===== config.mk =====
export PLATFORM = sky130hd
export DESIGN_NAME = tcw_ctrl
export DESIGN_NICKNAME = d
export VERILOG_FILES = /design/src/hw/rtl/tcw_pkg.sv /design/src/hw/rtl/tcw_ctrl.sv
export SDC_FILE = /design/constraint.sdc
export NUM_CORES = 1
export LEC_CHECK = 0
export BUFFER_PORTS_ARGS = -buffer_cell sky130_fd_sc_hd__buf_2
export CORE_MARGIN = 2
export CORE_UTILIZATION = 30
export DETAILED_ROUTE_END_ITERATION = 8
export GPL_TIMING_DRIVEN = 1
export PLACE_DENSITY = 0.58
export REMOVE_ABC_BUFFERS = 1
export SLEW_MARGIN = 20
export SYNTH_ARGS = -nofsm -noshare
export SYNTH_HDL_FRONTEND = slang
export SYNTH_SLANG_ARGS = --single-unit

===== constraint.sdc =====
create_clock -name clock -period 1.7 [get_ports clock]
set_input_delay 0.51 -clock clock [delete_from_list [all_inputs] [get_ports clock]]
set_output_delay 0.51 -clock clock [all_outputs]
set_load 0.02 [all_outputs]

===== src/hw/rtl/tcw_pkg.sv =====
// Shared constants, codes and controller/datapath interface types for the text console writer.
package tcw_pkg;

   // Screen geometry
   localparam int COLUMNS = 80;
   localparam int ROWS    = 25;
   localparam int CELLS   = COLUMNS * ROWS;
   localparam int COL_W   = 7;
   localparam int ROW_W   = 5;
   localparam int ADDR_W  = 11;
   localparam int BYTE_W  = 8;
   localparam int CMD_W   = 2;

   // Character and attribute codes
   localparam logic [BYTE_W-1:0] SPACE_CODE   = 8'd32;
   localparam logic [BYTE_W-1:0] NEWLINE_CODE = 8'd10;
   localparam logic [BYTE_W-1:0] ATTR_RESET   = 8'h0F;

   // Request commands; code 3 is unused and only reports the cursor
   typedef enum logic [CMD_W-1:0] {
      CMD_PUT   = 2'd0,
      CMD_CLEAR = 2'd1,
      CMD_READ  = 2'd2
   } cmd_type;

   // Controller states
   typedef enum logic [3:0] {
      ST_INIT,
      ST_IDLE,
      ST_DECODE,
      ST_PUT,
      ST_FILL,
      ST_SCROLL,
      ST_DRAIN,
      ST_READ,
      ST_RESPOND
   } state_type;

   // Controller to datapath commands
   typedef struct packed {
      logic capture;      // accept a request transaction
      logic put_step;     // write one cell at the cursor and advance
      logic fill_step;    // write space/attribute at sweep index
      logic fill_reset;   // fill with the reset attribute instead of the register
      logic scroll_step;  // read source cell of sweep index for scroll
      logic read_issue;   // read the requested cell
      logic home;         // cursor to row 0, column 0
      logic respond;      // load the response register
   } ctrl_type;

   // Datapath to controller status
   typedef struct packed {
      logic [CMD_W-1:0] command;
      logic             newline;
      logic             at_end_col;
      logic             at_last_row;
      logic             idx_last;
      logic             out_free;
   } status_type;

endpackage


===== src/hw/rtl/tcw_ctrl.sv =====
// Sequencing state machine for the text console writer.
module tcw_ctrl import tcw_pkg::*; (
   input  logic       clock,
   input  logic       reset,
   input  logic       req_valid,
   output logic       req_stall,
   input  status_type status,
   output ctrl_type   ctrl
);

   state_type state_ff, state_in;

   // State register
   always_ff @(posedge clock) begin
      if (reset) begin
         state_ff <= ST_INIT;
      end else begin
         state_ff <= state_in;
      end
   end

   // Next state and command decode
   always_comb begin
      state_in  = state_ff;
      ctrl      = '0;
      req_stall = 1'b1;
      unique case (state_ff)
         ST_INIT: begin
            // clearing pass after reset
            ctrl.fill_step  = 1'b1;
            ctrl.fill_reset = 1'b1;
            if (status.idx_last) begin
               state_in = ST_IDLE;
            end
         end
         ST_IDLE: begin
            req_stall = 1'b0;
            if (req_valid) begin
               ctrl.capture = 1'b1;
               state_in     = ST_DECODE;
            end
         end
         ST_DECODE: begin
            case (status.command)
               CMD_PUT:   state_in = ST_PUT;
               CMD_CLEAR: state_in = ST_FILL;
               CMD_READ: begin
                  ctrl.read_issue = 1'b1;
                  state_in        = ST_READ;
               end
               default:   state_in = ST_RESPOND;
            endcase
         end
         ST_PUT: begin
            ctrl.put_step = 1'b1;
            if (status.at_end_col && status.at_last_row) begin
               state_in = ST_SCROLL;
            end else if (!status.newline || status.at_end_col) begin
               state_in = ST_RESPOND;
            end
         end
         ST_FILL: begin
            ctrl.fill_step = 1'b1;
            if (status.idx_last) begin
               ctrl.home = 1'b1;
               state_in  = ST_RESPOND;
            end
         end
         ST_SCROLL: begin
            ctrl.scroll_step = 1'b1;
            if (status.idx_last) begin
               state_in = ST_DRAIN;
            end
         end
         ST_DRAIN: begin
            // last scroll write lands here
            state_in = ST_RESPOND;
         end
         ST_READ: begin
            state_in = ST_RESPOND;
         end
         ST_RESPOND: begin
            if (status.out_free) begin
               ctrl.respond = 1'b1;
               state_in     = ST_IDLE;
            end
         end
         default: begin
            state_in = ST_IDLE;
         end
      endcase
   end

endmodule


======== After elaboration in Yosys (flattened, before gate mapping) ========
Cells that the tools add are included.
Widths: inputs -> output; s select.
storage, ports and cells
  logic and storage cells ................. 47
  output and inout bits ................... 9
  input bits .............................. 10
  bits in registers ....................... 4
cells by class
  mux-type cells .......................... 22
  reductions and logical operators ........ 8
  eq/ne operators ......................... 16
operators with widths
  cell                number
  $pmux 4 s8          1
  $mux 4              7
  $eq 4x3->1 const B  4
  $mux 1              13
  $pmux 4 s3          1
  $ne 2x2->1 const B  5
  $eq 4x2->1 const B  2
  $reduce_and 6->1    1
  $eq 4x1->1 const B  1
  $eq 4x4->1 const B  1
  $logic_not 4->1     1
  $reduce_or 2->1     2
  $ne 3x3->1 const B  1
  $eq 2x1->1 const B  1
  $eq 2x2->1 const B  1
  $logic_not 2->1     1
  $logic_and 1x1->1   1
  $logic_not 1->1     1
  $logic_or 1x1->1    1

======== Depth between registers and ports, before layout ========
Gate-level depths: netlist (run 1).
  depth in word-level cells ............... 5
  gate-level depth with buffers ........... 6
  depth with buffers taken out ............ 6

======== Worst setup path after synthesis (run 1) ========
OpenSTA, ideal clock, no wires.
  path kind ............................... input port to output port
  start point ............................. input status[5] in the netlist's numbering
  end point ............................... output ctrl[2] in the netlist's numbering
  arrival time ............................ 1442 ps
  buffers on the path ..................... 0
  setup slack ............................. -252 ps
  stages .................................. 3
  path through ............................ inv_1 > ha_1 > nor4b_1
RTL lines
  element             line           RTL
  start: declaration  tcw_ctrl.sv:7  input status_type status,
  end: declaration    tcw_ctrl.sv:8  output ctrl_type ctrl

==> summary by stage, run 1 <==
Outcome
The run finished, with violations left. The final reports fail on setup timing.

STA
Summed over all failing endpoints, the final setup total negative slack is -0.1832 ns. Setup violations remaining at the end of the flow were counted as 2. Across all setup checks in the final design, the least slack found is -0.1396 ns. The final critical path time including I/O delays and setup is about 1.8 ns. The number of pins exceeding their max-slew limit in the final report is 0.

The transition time at the pin with the least slew margin is 0.2943 ns. The post-route clock period utilization is 1.082. Setup repair after global routing could not meet its margin everywhere. The post-route worst hold slack is slightly below 0.5 ns. The worst pin sits at a relative slew slack of 0.8020. The final hold violation count is 0. For this run, the top clock speed supported by timing is around 0.54 GHz. The clock arrives with 0.004663 ns of skew.

Floorplanning
The area of the die is a little over 2000 µm². The effective utilization at floorplan is 0.3299. The number of placement rows is 14. In this run the horizontal extent of the chip is ~45 µm. For this design the top-level I/O count stands at 19. In this run the standard cell core region covers ~1600 µm².

The floorplan die height is 45.40 µm.

CTS
The maximum level of the CTS H-tree is 1. For this design, the sink count on the clock tree is 4. The source-to-sink clock delay at the later pin of the worst-skew pair is 0.24 ns. The clock tree from TritonCTS is built.

The CTS buffer count is 3. The clock input transition at the sequential cells of the worst setup and hold paths is 0.04 ns. The number of hold buffers added after cts is 0. The tree is rooted in a sky130_fd_sc_hd__clkbuf_4.

The clock passes through at most 2 buffers.

Drt
The routed wirelength normalized by instance count is approximately 12 µm. The number of iterations in the first detailed-routing pass is 2. The detailed router finished its first iteration with 7 violations. The per-cell via count in the routed design is 5.162.

Summed over all layers, the routed wires come to ~1.2 mm. The detail route stage leaves a number of antenna-violating nets equal to 0. The DRC violation count after routing is 0. The via count is 542.

Global routing
Entering global routing, the biggest net connects 14 pins. The via count of the first global-routing pass is 470. The global router's overall resource usage is 0.1262. The number of antenna violations at the first check in global routing is 0. The wire length of the first global-routing pass is ~1.9 mm.

The global-route congestion overflow total is 0.

Critical path
The sort of element at the start of the critical path is a flip-flop. The data arrival at the endpoint of the critical path is between 1 and 1.5 ns. Traced cell by cell, the critical path runs through or4b_4 -> nor2_4 -> buf_6.

The path length in cells of the critical path is 3. Counting cells, the worst reg-to-reg path comes to 7. In this run the worst path has a maximum fanout of 2. The cell type group with the largest total delay on the critical path is simple AND/OR/NAND/NOR gates.

For this run, the slowest stage of the critical path takes 0.55 ns. For this design, the slowest cell found on the critical path is sky130_fd_sc_hd__or4b_4. The setup path with the least slack is of type flip-flop to output pin. The worst setup path is captured at an output pin.

The number of buffers and inverters on the critical path is 1. STA puts the critical path data required time at about 1.2 ns.

Power and ir drop
The share of total power dissipated in sequential elements is 0.151. After layout, the design draws a total of approximately 0.0012 W. For this design the static power due to leakage is around 0.36 nW. Internal power comes to 0.0006631 W. The portion of total power attributed to combinational logic is 0.747. Power spread over the standard cell area amounts to roughly 1400 nW/µm². Of the total power, the share spent switching nets is 0.4304. The switching power is about 0.0005 W.

Of the total power, the clock network draws 0.102. The maximum ir drop on the vdd rail is 0.7103 mV.

Min path
The worst hold path was traced through 2 stages. The worst hold path class is input pin to flip-flop.

Yosys
For this run, the number of Yosys warnings is 0. Synthesis inferred 4 register bits. In the synthesized netlist the async set-or-reset flop fraction comes to 0.

The sequential-to-total area share from yosys stat is 0.1557. The number of different library cells used by synthesis comes to 33. In this run, synthesis inferred 0 flip-flops with an integrated enable. A synthesized cell averages slightly below 9 µm². The most used flip-flop cell after synthesis is sky130_fd_sc_hd__dfxtp_1. The synthesized cell area is around 510 µm². Counting every instance in the synthesized netlist gives a little under 60.

Finish
The area growth from synthesis to final layout is 62.77%. The number of flip-flops in the largest register is 4. For this run, the post-layout net count is 104. The number of standard cells in the layout, taps in and fillers out is 105.

The count of antenna diodes in the layout is 0. More flip-flops sit in one register than any other, and that register is state_ff. The combined area of the multi-input logic cells is roughly 440 µm². The layout has 148 filler cells. The share of post-route cells with drive strength above 1 is 0.5843. Registers take approximately 90 µm².

In the final layout, the registers with the most flip-flops are state_ff x4.

Placement
The number of buffers added on ports is 18. In this run, placement finished with an instance count of 97. The final HPWL from detailed placement is between 800 and 900 µm. The last weighted congestion value of the routability-driven placer is roughly 0.76.

Job
Max-cap violations in this run came to 0.
==> cell usage in the layout, fill, tap and decap left out, types with 3 or more instances in the layout <==
| cell | n |
|---|---|
| sky130_fd_sc_hd__clkbuf_4 | 3 |
| sky130_fd_sc_hd__ha_1 | 3 |
| sky130_fd_sc_hd__nand2b_1 | 3 |
| sky130_fd_sc_hd__buf_2 | 11 |
| sky130_fd_sc_hd__buf_4 | 17 |
| sky130_fd_sc_hd__buf_6 | 3 |
| sky130_fd_sc_hd__inv_1 | 3 |
==> per-stage QoR <==
step	utilization	setup WS, ns	area, µm²
after global placement	0.4334	-0.03878	675.6
final	0.5369	-0.1396	837.1
after global routing	0.5369	-0.1998	837.1
after detailed placement	0.4334	-0.05974	675.6
after CTS	0.4791	-0.1613	747.0
after floorplan	-	-0.2520	478.0
==> cell usage after synthesis, drive strengths merged (2+ instances only) <==
cell / instances / share of area
buf: 4 / 0.063
dfxtp: 4 / 0.16
nand2b: 4 / 0.049
nor2: 4 / 0.029
ha: 3 / 0.073
inv: 3 / 0.022
nor2b: 3 / 0.037
a21oi: 2 / 0.019
and3b: 2 / 0.034
nand2: 2 / 0.015
nand3: 2 / 0.019
nand3b: 2 / 0.029
nor3: 2 / 0.019
nor3b: 2 / 0.039
nor4: 2 / 0.024
o31a: 2 / 0.034
==> power by group through the flow <==
stage | registers, W | clock network [W] | logic, W
3_5_place_dp | 0.000168 | 0 | 0.000719
4_1_cts | 0.000171 | 0.000127 | 0.000767
6_report | 0.000176 | 0.000118 | 0.000870
2_1_floorplan | 0.000217 | 0 | 0.000403
5_1_grt | 0.000182 | 0.000138 | 0.000930
3_3_place_gp | 0.000165 | 0 | 0.000714
==> worst paths after layout <==
| path | slack, ns | from | to |
|---|---|---|---|
| max reg2reg | 0.06 | state_ff[2] | state_ff[1] |
| max | -0.14 | state_ff[1] | ctrl[0] |
| min reg2reg | 0.52 | state_ff[2] | state_ff[2] |
| min | 0.49 | reset | state_ff[2] |
==> worst register-to-register path, stage by stage, from the launching register on <==
cell,delay (ns)
sky130_fd_sc_hd__dfxtp_4,0.35
sky130_fd_sc_hd__buf_8,0.13
sky130_fd_sc_hd__buf_4,0.13
sky130_fd_sc_hd__and3b_1,0.24
sky130_fd_sc_hd__a2111oi_4,0.06
sky130_fd_sc_hd__buf_4,0.16
sky130_fd_sc_hd__or3_1,0.34
sky130_fd_sc_hd__a21oi_1,0.15
==> logic make-up after synthesis <==
kind of cell | Yosys count | share of synthesized area
buf+inv | 8 | 0.09245
fa+ha+maj | 3 | 0.07300
simple gates | 30 | 0.4112
flops | 4 | 0.1557
compound gates | 13 | 0.2677
==> what timing repair did <==
item | in CTS | in global routing
buffers inserted | 1 | 5
endpoints found under the setup margin | 7 | 11
pin swaps | 3 | 3
gates resized for setup | 13 | 16
==> final cells by class <==
cell class	instances	share of cell area
repair buffers	33	0.3004
clock buffers	3	0.02691
flip-flops and latches	4	0.1061
multi-input cells	46	0.5291
well taps	16	0.02392
inverters	3	0.01345
==> per-layer routing <==
layer / GRT usage / wire [µm] / up-vias
li1: - / - / 278
met5: 0 / 0 / -
met2: 0.2056 / 581 / 19
met3: 0.06349 / 59 / 0
met4: 0.01765 / 0 / 0
met1: 0.1514 / 576 / 245
Power figures use the tool's default switching activity.
==> run 2: changes to the inputs <==
Settings changed: PLACE_DENSITY 0.58 to 0.6.
Clock period 1.7 ns to 1.61 ns, I/O delays scaled along.
==> run 2 against run 1 <==
The run still ends with setup timing left. Clock power about the same. Largest cell class unchanged. Core utilization increased by 0.88 points. Register-to-register slack about the same. Setup slack got worse by 0.064 ns. Final area increased by 1.6%. Critical path type unchanged. Wire length increased by 11%. Worst hold slack got worse by 0.032 ns. Via count increased by 0.18%. Critical endpoint unchanged. Clock-buffer cell count unchanged. Clock skew decreased by 0.0018 ns. Sequential share of layout area decreased by 0.47 points.
==> summary by stage, run 2 (synthesized netlist as in run 1, its figures left out) <==
Floorplanning
The number of placement rows is 14 (unchanged). The area of the die is 2061 µm² (unchanged). The standard cell core area was 1559 µm² (unchanged). The width of the die came to 45.40 µm (unchanged).

The number of primary I/O pins is 19 (unchanged). The effective utilization at floorplan came to 0.3299 (unchanged). The floorplan die height is 45.40 µm (unchanged).

Finish
The share of post-route cells with drive strength above 1 is 0.6000 (+0.01573). The count of antenna diodes in the layout is 0 (unchanged). The register with the most flip-flops in the final layout is state_ff. In the layout the commonest cells are 14 x sky130_fd_sc_hd__buf_4, 10 x sky130_fd_sc_hd__buf_2, 10 x sky130_fd_sc_hd__buf_6. The largest registers in the layout are state_ff x4. The area growth from synthesis to final layout is 65.45%. The number of flip-flops in the largest register is 4 (unchanged). The most frequent standard cell in the layout excluding fill and tap cells is sky130_fd_sc_hd__buf_4. The post-layout net count came to 105 (+0.96%). The post-layout utilization of the core is 0.5457 (+0.008828).

Drt
The per-cell via count in the routed design is 5.123 (-0.76%). The routed wirelength normalized by instance count is 12.73 µm (+9.9%). The initial DRC count is 4 (-3). The DRC violation count after routing is 0 (unchanged).

The number of iterations in the first detailed-routing pass came to 4 (+2). The total length of routed wires is 1.349 mm (+11%). The via count is 543 (+0.18%). The number of antenna-violating nets in the routed design was 0 (unchanged).

Power and ir drop
The maximum ir drop on the vdd rail is 0.6936 mV (-2.3%). The switching power is 0.0005441 W (+8.6%). The portion of total power attributed to combinational logic is 0.766 (+0.019).

The portion of total power attributed to the clock network is 0.093 (-0.009). The part of the total power dissipated in sequential elements is 0.141 (-0.010). The internal cell power is 0.0007432 W (+12%). The fraction of power spent switching nets came to 0.4227 (-0.007734). The power density normalized to cell area was 1513 nW/µm² (+8.8%). The leakage power summed over all cells is 0.3660 nW (+1.8%).

STA
Subtracting the final worst setup slack from the clock period gives 1.814 ns. The achievable frequency is 0.5514 GHz. The transition time at the pin with the least slew margin came to 0.2973 ns (+0.002959 ns).

The worst max-slew margin expressed relative to the limit is 0.8000 (-0.001991). The setup slack after layout is -0.2037 ns (-0.06410 ns). The clock skew is 0.002816 ns (-0.001847 ns). The final count of negative-setup-slack endpoints is 8 (+6).

The final hold violation count is 0 (unchanged). The accumulated negative setup slack is -0.7884 ns (-0.6052 ns). The post-route clock period utilization is 1.127. Setup repair after global routing could not meet its margin everywhere.

The post-route worst hold slack is 0.4555 ns (-0.03247 ns). The number of pins exceeding their max-slew limit in the final report is 0 (unchanged).

Placement
The final HPWL from detailed placement is 966.2 µm (+12%). The number of buffers added on ports is 18 (unchanged). The worst setup slack after placement is -0.2057 ns (-0.1460 ns). The last weighted congestion value of the routability-driven placer came to 0.7634 (+1.1%).

CTS
The maximum level of the CTS H-tree is 1 (unchanged). The clock tree from TritonCTS is built. The CTS buffer count was 3 (unchanged). The number of buffers on the longest clock path is 2 (unchanged). The buffer cell driving the clock tree root is sky130_fd_sc_hd__clkbuf_4.

The source-to-sink clock delay at the later pin of the worst-skew pair is 0.23 ns (about the same). The clock sink total is 4 (unchanged). The clock input transition at the sequential cells of the worst setup and hold paths is 0.04 ns (about the same).

Global routing
The largest net degree at the start of global routing is 12 (-2). The wire length of the first global-routing pass was 2.249 mm (+18%). The via count of the first global-routing pass came to 557 (+19%). The number of antenna violations at the first check in global routing came to 0 (unchanged). The global-route congestion overflow total came to 0 (unchanged). The global router's overall resource usage is 0.1508 (+0.02455).

Critical path
The endpoint class of the critical path is an output pin. The sort of element at the start of the critical path is a flip-flop. The worst stage delay on the critical path is 0.54 ns (about the same). The most critical setup path has its startpoint at state_ff[2]. The slowest stage of the critical path belongs to the cell sky130_fd_sc_hd__or4b_4. The critical path is of the flip-flop to output pin type.

The cell type group with the largest total delay on the critical path is simple AND/OR/NAND/NOR gates. The number of buffers and inverters on the critical path is 1 (unchanged). Traced cell by cell, the critical path runs through or4b_4 -> nor2_4 -> buf_6.

The top fanout value on the critical path was 4 (+2). The data arrival at the endpoint of the critical path is 1.33 ns (about the same). The critical register-to-register path startpoint is state_ff[2]. The data required time of the critical path was 1.13 ns (-0.06 ns).

Min path
In this run the worst hold path is classified as input pin to flip-flop. The origin of the worst min-delay path is reset.

Job
The max capacitance violation total was 0 (unchanged).

Outcome
The checks that failed: setup timing. The flow ran to the end, but the final reports show violations.
-- run 2: cell count changes in the layout (fill, tap and decap cells not counted), sizes merged --
cell  delta
buf      +1
-- run 2: power groups by stage --
stage	clock network (W)	registers [W]	logic [W]
CTS	0.000128	0.000180	0.000936
global route	0.000137	0.000184	0.00106
global placement	0	0.000170	0.000754
floorplan	0	0.000229	0.000426
detailed placement	0	0.000172	0.000756
finish	0.000120	0.000181	0.000986
-- run 2: what timing repair did --
action                                  in CTS  in global routing
resized for setup                           30                  5
endpoints found under the setup margin       8                 10
hold buffers                                 0                  0
setup buffers                                4                  0
pin swaps                                    6                  5
-- run 2: through the flow --
| step | power (W) | area [µm²] | cells |
|---|---|---|---|
| floorplan | 0.0006542 | 478.0 | 53 |
| global placement | 0.0009245 | 678.2 | 99 |
| detailed placement | 0.0009280 | 678.2 | 99 |
| CTS | 0.001245 | 834.6 | 106 |
| global route | 0.001384 | 850.8 | 106 |
| finish | 0.001287 | 850.8 | 106 |
-- run 2: worst reg2reg max path: stages, from the launching register on --
cell and delay (ns):
sky130_fd_sc_hd__dfxtp_4 0.35, sky130_fd_sc_hd__or4b_4 0.54, sky130_fd_sc_hd__buf_4 0.16, sky130_fd_sc_hd__o2bb2ai_4 0.17
sky130_fd_sc_hd__o21bai_1 0.07, sky130_fd_sc_hd__nor3b_2 0.14
-- run 2: layer usage --
layer | vias to the layer above | share of wire | GRT usage
li1 | 279 | - | -
met1 | 248 | 0.43 | 0.1566
met2 | 16 | 0.53 | 0.2873
met3 | 0 | 0.036 | 0.03571
met4 | 0 | 0 | 0.05294
met5 | - | 0 | 0
-- run 2: final cells by class --
type / instances / area [µm²]
clock buffers: 3 / 22.52
fillers: 153 / 708.2
inverters: 3 / 11.26
multi-input cells: 46 / 442.9
flip-flops and latches: 4 / 86.33
well taps: 16 / 20.02
repair buffers: 34 / 267.8
-- run 2: path summary, 6_finish.rpt --
path,end,cells past startpoint,slack [ns]
max,ctrl[0],3,-0.20
min reg2reg,state_ff[2],3,0.67
min,state_ff[2],2,0.46
max reg2reg,state_ff[0],5,0.06
